**config.mk**
```make
export PLATFORM = sky130hd
export DESIGN_NAME = msb_first_bit_packer_unit
export DESIGN_NICKNAME = d
export VERILOG_FILES = /design/src/sv/msbbp_pkg.sv /design/src/sv/msbbp_queue.sv /design/src/sv/msbbp_front.sv /design/src/sv/msbbp_back.sv /design/src/sv/msb_first_bit_packer_unit.sv
export SDC_FILE = /design/constraint.sdc
export NUM_CORES = 1
export LEC_CHECK = 0
export ABC_AREA = 1
export BUFFER_PORTS_ARGS = -buffer_cell sky130_fd_sc_hd__buf_2
export CORE_ASPECT_RATIO = 0.75
export CORE_MARGIN = 4
export CORE_UTILIZATION = 40
export DETAILED_ROUTE_END_ITERATION = 10
export PLACE_DENSITY = 0.54
export SYNTH_ARGS = -nofsm -noshare
export SYNTH_HDL_FRONTEND = slang
export SYNTH_HIERARCHICAL = 1
export SYNTH_SLANG_ARGS = --single-unit
```
**constraint.sdc**
```tcl
create_clock -name clk -period 7.6 [get_ports clk]
set_clock_uncertainty 0.1 [all_clocks]
set_input_delay 1.9 -clock clk [delete_from_list [all_inputs] [get_ports clk]]
set_output_delay 1.9 -clock clk [all_outputs]
set_load 0.05 [all_outputs]
```
**src/sv/msbbp_pkg.sv**
```systemverilog
// ----------------------------------------------------------------------------
// msbbp_pkg
// Shared types and constants for the MSB-first bit packer.
// ----------------------------------------------------------------------------
`timescale 1ns / 1ps
`default_nettype none

package msbbp_pkg;

  localparam int ValueBits  = 31;
  localparam int WidthBits  = 5;
  localparam int ByteBits   = 8;
  localparam int AlignBits  = ValueBits + 1;       // left-aligned field
  localparam int AccBits    = AlignBits + ByteBits; // pending byte plus field
  localparam int TotalBits  = 6;                    // up to 7 + 31 bits
  localparam int FillBits   = 3;                    // pending bit count 0..7
  localparam int InDataBits = 40;                   // value and width, padded

  // One classified field waiting for the back end
  typedef struct packed {
    logic [AlignBits-1:0] aligned; // field bits, first bit in the MSB
    logic [WidthBits-1:0] nbits;
    logic                 flush;
  } qent_t;

  typedef enum logic {
    BACK_IDLE,
    BACK_RUN
  } back_state_t;

endpackage

`default_nettype wire

```
**src/sv/msbbp_queue.sv**
```systemverilog
// ----------------------------------------------------------------------------
// msbbp_queue
// Two-entry queue between the front end and the back end.
// ----------------------------------------------------------------------------
`timescale 1ns / 1ps
`default_nettype none

module msbbp_queue (
  input  wire logic            clk,
  input  wire logic            rst,
  input  wire logic            push,
  input  wire msbbp_pkg::qent_t wr_ent,
  output logic                 full,
  input  wire logic            pop,
  output msbbp_pkg::qent_t     rd_ent,
  output logic                 empty
);
  import msbbp_pkg::*;

  qent_t      mem [2];
  logic       wr_ptr;
  logic       rd_ptr;
  logic [1:0] count;

  assign full   = (count == 2'd2);
  assign empty  = (count == 2'd0);
  assign rd_ent = mem[rd_ptr];

  // storage, no reset needed
  always_ff @(posedge clk) begin
    if (push) begin
      mem[wr_ptr] <= wr_ent;
    end
  end

  // pointers and fill count
  always_ff @(posedge clk) begin
    if (rst) begin
      wr_ptr <= 1'b0;
      rd_ptr <= 1'b0;
      count  <= 2'd0;
    end else begin
      if (push) wr_ptr <= ~wr_ptr;
      if (pop)  rd_ptr <= ~rd_ptr;
      case ({push, pop})
        2'b10:   count <= count + 2'd1;
        2'b01:   count <= count - 2'd1;
        default: count <= count;
      endcase
    end
  end

endmodule

`default_nettype wire

```
**src/sv/msbbp_front.sv**
```systemverilog
// ----------------------------------------------------------------------------
// msbbp_front
// Accepts input transactions, masks the field to its width and aligns it.
// ----------------------------------------------------------------------------
`timescale 1ns / 1ps
`default_nettype none

module msbbp_front (
  input  wire logic                                s_tvalid,
  output logic                                     s_tready,
  input  wire logic [msbbp_pkg::InDataBits-1:0]    s_tdata,
  input  wire logic                                s_tlast,
  input  wire logic                                q_full,
  output logic                                     q_push,
  output msbbp_pkg::qent_t                         q_ent
);
  import msbbp_pkg::*;

  logic [ValueBits-1:0] value;
  logic [WidthBits-1:0] width;
  logic                 flush;
  logic [ValueBits-1:0] masked;
  logic [WidthBits-1:0] lshift;

  assign value = s_tdata[ValueBits-1:0];
  assign width = s_tdata[ValueBits +: WidthBits];
  assign flush = s_tlast;

  // handshake
  assign s_tready = ~q_full;
  assign q_push   = s_tvalid & ~q_full;

  // keep only the low width bits, then move the first bit to the top
  assign masked = value & ~({ValueBits{1'b1}} << width);
  assign lshift = WidthBits'(ValueBits) - width;

  always_comb begin
    q_ent.aligned = {masked, 1'b0} << lshift;
    q_ent.nbits   = width;
    q_ent.flush   = flush;
  end

endmodule

`default_nettype wire

```
**src/sv/msbbp_back.sv**
```systemverilog
// ----------------------------------------------------------------------------
// msbbp_back
// Merges a queued field with the pending byte and emits bytes one a cycle while the output is not stalled.
// ----------------------------------------------------------------------------
`timescale 1ns / 1ps
`default_nettype none

module msbbp_back (
  input  wire logic                          clk,
  input  wire logic                          rst,
  input  wire msbbp_pkg::qent_t              q_ent,
  input  wire logic                          q_empty,
  output logic                               q_pop,
  output logic                               m_tvalid,
  input  wire logic                          m_tready,
  output logic [msbbp_pkg::ByteBits-1:0]     m_tdata,
  output logic                               m_tlast
);
  import msbbp_pkg::*;

  back_state_t          state, state_next;
  logic [AccBits-1:0]   acc, acc_next;
  logic [TotalBits-1:0] total, total_next;
  logic                 flush_r, flush_r_next;
  logic [ByteBits-1:0]  pend_byte, pend_byte_next;
  logic [FillBits-1:0]  pend_cnt, pend_cnt_next;
  logic                 out_load;
  logic                 out_last;
  logic                 out_free;
  logic                 has_full;
  logic                 emit;
  logic [TotalBits-1:0] rem;
  logic                 is_last;

  assign out_free = ~m_tvalid | m_tready;
  assign has_full = (total >= TotalBits'(ByteBits));
  assign emit     = has_full | (flush_r & (total != '0));
  assign rem      = has_full ? total - TotalBits'(ByteBits) : '0;
  assign is_last  = (rem == '0) | ((rem < TotalBits'(ByteBits)) & ~flush_r);

  // next state and datapath control
  always_comb begin
    state_next     = state;
    acc_next       = acc;
    total_next     = total;
    flush_r_next   = flush_r;
    pend_byte_next = pend_byte;
    pend_cnt_next  = pend_cnt;
    q_pop          = 1'b0;
    out_load       = 1'b0;
    out_last       = 1'b0;
    case (state)
      BACK_IDLE: begin
        if (!q_empty) begin
          q_pop        = 1'b1;
          acc_next     = {pend_byte, {AlignBits{1'b0}}}
                         | ({q_ent.aligned, {ByteBits{1'b0}}} >> pend_cnt);
          total_next   = TotalBits'(pend_cnt) + TotalBits'(q_ent.nbits);
          flush_r_next = q_ent.flush;
          state_next   = BACK_RUN;
        end
      end
      BACK_RUN: begin
        if (emit) begin
          if (out_free) begin
            out_load   = 1'b1;
            out_last   = is_last;
            acc_next   = acc << ByteBits;
            total_next = rem;
            if (is_last) begin
              pend_byte_next = acc[AccBits-ByteBits-1 -: ByteBits];
              pend_cnt_next  = rem[FillBits-1:0];
              state_next     = BACK_IDLE;
            end
          end
        end else begin
          // nothing to send, keep the partial byte
          pend_byte_next = acc[AccBits-1 -: ByteBits];
          pend_cnt_next  = total[FillBits-1:0];
          state_next     = BACK_IDLE;
        end
      end
      default: state_next = BACK_IDLE;
    endcase
  end

  // control registers
  always_ff @(posedge clk) begin
    if (rst) begin
      state     <= BACK_IDLE;
      pend_byte <= '0;
      pend_cnt  <= '0;
      m_tvalid  <= 1'b0;
    end else begin
      state     <= state_next;
      pend_byte <= pend_byte_next;
      pend_cnt  <= pend_cnt_next;
      if (out_load) begin
        m_tvalid <= 1'b1;
      end else if (m_tready) begin
        m_tvalid <= 1'b0;
      end
    end
  end

  // working registers and output payload
  always_ff @(posedge clk) begin
    acc     <= acc_next;
    total   <= total_next;
    flush_r <= flush_r_next;
    if (out_load) begin
      m_tdata <= acc[AccBits-1 -: ByteBits];
      m_tlast <= out_last;
    end
  end

endmodule

`default_nettype wire

```
**src/sv/msb_first_bit_packer_unit.sv**
```systemverilog
// Flow: an accepted item is written into the queue, the back end pops it into its
//   accumulator, and its first byte is then registered onto the output.
// Output: one byte per cycle while m_tready does not hold the output; the two-entry
//   queue lets the front keep accepting items while the back end emits earlier ones.
// Reset: synchronous; clears the queue, the pending byte (empty) and output valid.
// ----------------------------------------------------------------------------
// msb_first_bit_packer_unit
// Packs fields of 0 to 31 bits MSB first into a byte stream, with flush.
// ----------------------------------------------------------------------------
`timescale 1ns / 1ps
`default_nettype none

module msb_first_bit_packer_unit (
  input  wire logic                                clk,
  input  wire logic                                rst,
  input  wire logic                                s_tvalid,
  output logic                                     s_tready,
  // [30:0] value, [35:31] width, [39:36] zero
  input  wire logic [msbbp_pkg::InDataBits-1:0]    s_tdata,
  input  wire logic                                s_tlast,  // flush
  output logic                                     m_tvalid,
  input  wire logic                                m_tready,
  // [7:0] out_byte
  output logic [msbbp_pkg::ByteBits-1:0]           m_tdata,
  output logic                                     m_tlast
);
  import msbbp_pkg::*;

  qent_t wr_ent;
  qent_t rd_ent;
  logic  q_push;
  logic  q_pop;
  logic  q_full;
  logic  q_empty;

  // accept and align
  msbbp_front u_front (
    .s_tvalid (s_tvalid),
    .s_tready (s_tready),
    .s_tdata  (s_tdata),
    .s_tlast  (s_tlast),
    .q_full   (q_full),
    .q_push   (q_push),
    .q_ent    (wr_ent)
  );

  // decoupling queue
  msbbp_queue u_queue (
    .clk    (clk),
    .rst    (rst),
    .push   (q_push),
    .wr_ent (wr_ent),
    .full   (q_full),
    .pop    (q_pop),
    .rd_ent (rd_ent),
    .empty  (q_empty)
  );

  // byte emission
  msbbp_back u_back (
    .clk      (clk),
    .rst      (rst),
    .q_ent    (rd_ent),
    .q_empty  (q_empty),
    .q_pop    (q_pop),
    .m_tvalid (m_tvalid),
    .m_tready (m_tready),
    .m_tdata  (m_tdata),
    .m_tlast  (m_tlast)
  );

endmodule

`default_nettype wire
```
==> results.sh <==
export IMPL_status="finished clean"
export IMPL_arrival_ns=3.88
export IMPL_r2r_cells=9
export IMPL_rows=47
export IMPL_route_detailed_drc=0
export IMPL_nNetsFinal=1127
export IMPL_drtAntennaViolNets=0
export IMPL_grt_util_all_layers_pct=18.6
export IMPL_cts_setup_buffers=0
export IMPL_max_slew_margin_rel_pct=43.1
export IMPL_cts_root_buf="clkbuf_16"
export IMPL_firstDrtPassIters=5
export IMPL_area_growth_pct=9.92
export IMPL_cellLeakagePower_uw=0.00411
export IMPL_antenna_found_initial=0
export IMPL_rsz0062_at_grt="no"
export IMPL_holdCritPathClass="reg -> reg"
export IMPL_n_antenna_cell=0
export IMPL_gp_congestion=0.891
export IMPL_cp_slowest_cell="buf_2"
export IMPL_synth_distinct_cells=45
export IMPL_maxCapViolCount=0
export IMPL_setup_ws_ns=3.80
export IMPL_max_clock_path_buffers=2
export IMPL_grt_pass1_wl_um=36700
export IMPL_avgSynthCellArea_um2=8.44
export IMPL_grt_pass1_vias=6782
export IMPL_yosysMostFrequentCell="nand2_1"
export IMPL_core_um2=22100
export IMPL_power_density_nw_per_um2=354
export IMPL_period_share_pct=50.1
export IMPL_synth_area_top_cells="edfxtp_1, nand2_1, nand3_1"
export IMPL_path_delay_family="simple AND/OR/NAND/NOR gates"
export IMPL_hpwl_um=16200
export IMPL_routed_via_density=5.37
export IMPL_h_tree_depth=4
export IMPL_fillers=2209
export IMPL_worstSetupStartpointType="input port"
export IMPL_routed_wl_um=22700
export IMPL_start_util_pct=40.7
export IMPL_setup_viol=0
export IMPL_synth_common_cells="nand2_1, nand3_1, edfxtp_1, nor2_1, inv_1"
export IMPL_max_freq_mhz=263
export IMPL_path_common_cell="nand3_1"
export IMPL_ir_drop_v=0.000166
export IMPL_worstPathCellList="buf_2, inv_2, nand3_1, nand3_1, nand3_1, nand3_1, nand3_1, nand2_1"
export IMPL_grt_max_degree=46
export IMPL_cts_tree="done"
export IMPL_die_area_um2=25000
export IMPL_synth_ff_type="edfxtp_1"
export IMPL_endpoint_kind="flop"
export IMPL_clkSlewWorstSetupHoldPaths_ns=0.07
export IMPL_synth_edf_count=131
export IMPL_port_buffers=51
export IMPL_yosysWarnings=6
export IMPL_cp_num_buf_inv=2
export IMPL_die_h_um=138
export IMPL_drt_iter0_drc=657
export IMPL_wl_per_cell_um=16.4
export IMPL_cp_depth=8
export IMPL_grt_overflow=0
export IMPL_cp_required_ns=7.67
export IMPL_tightest_slew_ns=0.850
export IMPL_numCtsBuffers=17
export IMPL_dpl_worst_slack_ns=3.37
export IMPL_yosysTopAreaCellShare_pct=43.8
export IMPL_cp_slowest_stage_delay_ns=0.53
export IMPL_hold_depth=0
export IMPL_timing_hold_violations_final=0
export IMPL_async_flop_share_pct=0
export IMPL_yosysTopAreaCell="edfxtp_1"
export IMPL_final_setup_tns_ns=0
export IMPL_synth_nets=1116
export IMPL_ys_seq_elements=149
export IMPL_cts_sinks=149
export IMPL_die_x_um=181
export IMPL_worstPathMaxFanout=38
export IMPL_maxSlewViolCount=0
export IMPL_drive_above_1_share_pct=15.4
export IMPL_num_vias=7420
export IMPL_synthCells=1065
export IMPL_clock_latency_ns=0.43
export IMPL_path_class="in -> reg"
export IMPL_cts_hold_buffers=0
export IMPL_synth_seq_area_share_pct=47.8
export IMPL_ios=56
export IMPL_ctsResizeCount=0
export IMPL_fin_crit_ns=3.80
export IMPL_netlist_area_um2=8990
[flip-flops by register name (all words and copies together) (netlist names), named ones only]
name	count
u_back/acc	39
u_back/flush_r	1
u_back/m_tdata	8
u_back/m_tlast	1
u_back/m_tvalid	1
u_back/pend_byte	8
u_back/pend_cnt	3
u_back/state	1
u_back/total	6
u_queue/count	2
u_queue/mem	76
u_queue/rd_ptr	1
u_queue/wr_ptr	1
[layout make-up]
cell class                      instances  area, um2  area share [%]
Clock buffer                           18        439            4.44
Clock inverter                         14        116            1.18
Inverter                               60        225            2.28
Multi-Input combinational cell        786       4100            41.5
Sequential cell                       149       4300            43.5
Tap cell                              294        368            3.72
Timing Repair Buffer                   62        338            3.42
[power by group]
group | internal, uW | switching (uW)
Clock | 434 | 356
Combinational | 430 | 934
Sequential | 1260 | 89.2
[per-layer routing]
layer / routed length (um) / part of all wire (%) / vias to the layer above / GRT usage (%)
met5: 0 / 0 / - / 0
met2: 9570 / 42 / 179 / 27.1
li1: - / - / 3710 / -
met1: 11600 / 51 / 3510 / 27.9
met4: 214 / 0.94 / 0 / 4.46
met3: 1290 / 5.7 / 21 / 4.46
[metrics by stage]
step	cell area [um2]	total power, uW	hold slack [ns]	instances	util (%)
finish	9880	3500	0.353	1383	44.7
global route	9880	3770	0.377	1383	44.7
CTS	9880	3540	0.358	1383	44.7
detailed placement	9330	2740	0.341	1351	42.2
global placement	9330	2730	0.335	1351	42.2
floorplan	8990	2420	0.327	1065	-
[final timing paths]
| kind | to | slack, ns | start |
|---|---|---|---|
| setup / recovery | u_queue/mem[0][37] | 3.80 | s_tdata[31] |
| hold / removal | u_back/m_tdata[2] | 0.35 | u_back/acc[34] |
| setup reg to reg | u_back/acc[9] | 4.51 | u_back/total[3] |
| hold reg to reg | u_back/m_tdata[2] | 0.35 | u_back/acc[34] |
[worst reg2reg max path, delay by kind of cell, from the launching register on]
kind	cells	cell delay [ns]
AO/OA/AOI/OAI	1	0.10
buffers and inverters	4	0.97
flip-flops	1	0.40
AND/OR/NAND/NOR	4	1.09
[kinds of logic (layout without fill, tap and decap cells)]
kind of cell    after synthesis  in the layout  share of synthesized area [%]
compound gates              104            104                           7.25
simple gates                635            635                           31.4
mux                          38             38                           5.59
buf+inv                     130            154                           6.85
other cells                   1              1                         0.0417
xor+xnor                      2              2                          0.195
fa+ha+maj                     6              6                          0.918
flops                       149            149                           47.8
[cells in the final DEF (no fill, tap or decap), drive strengths merged, types with 23 or more instances in the layout]
master	n
nand2	322
nand3	199
edfxtp	131
nor2	82
inv	65
buf	62
o21ai	43
mux2	38
nand4	23
Note: power is estimated with default switching activity, not from simulation.
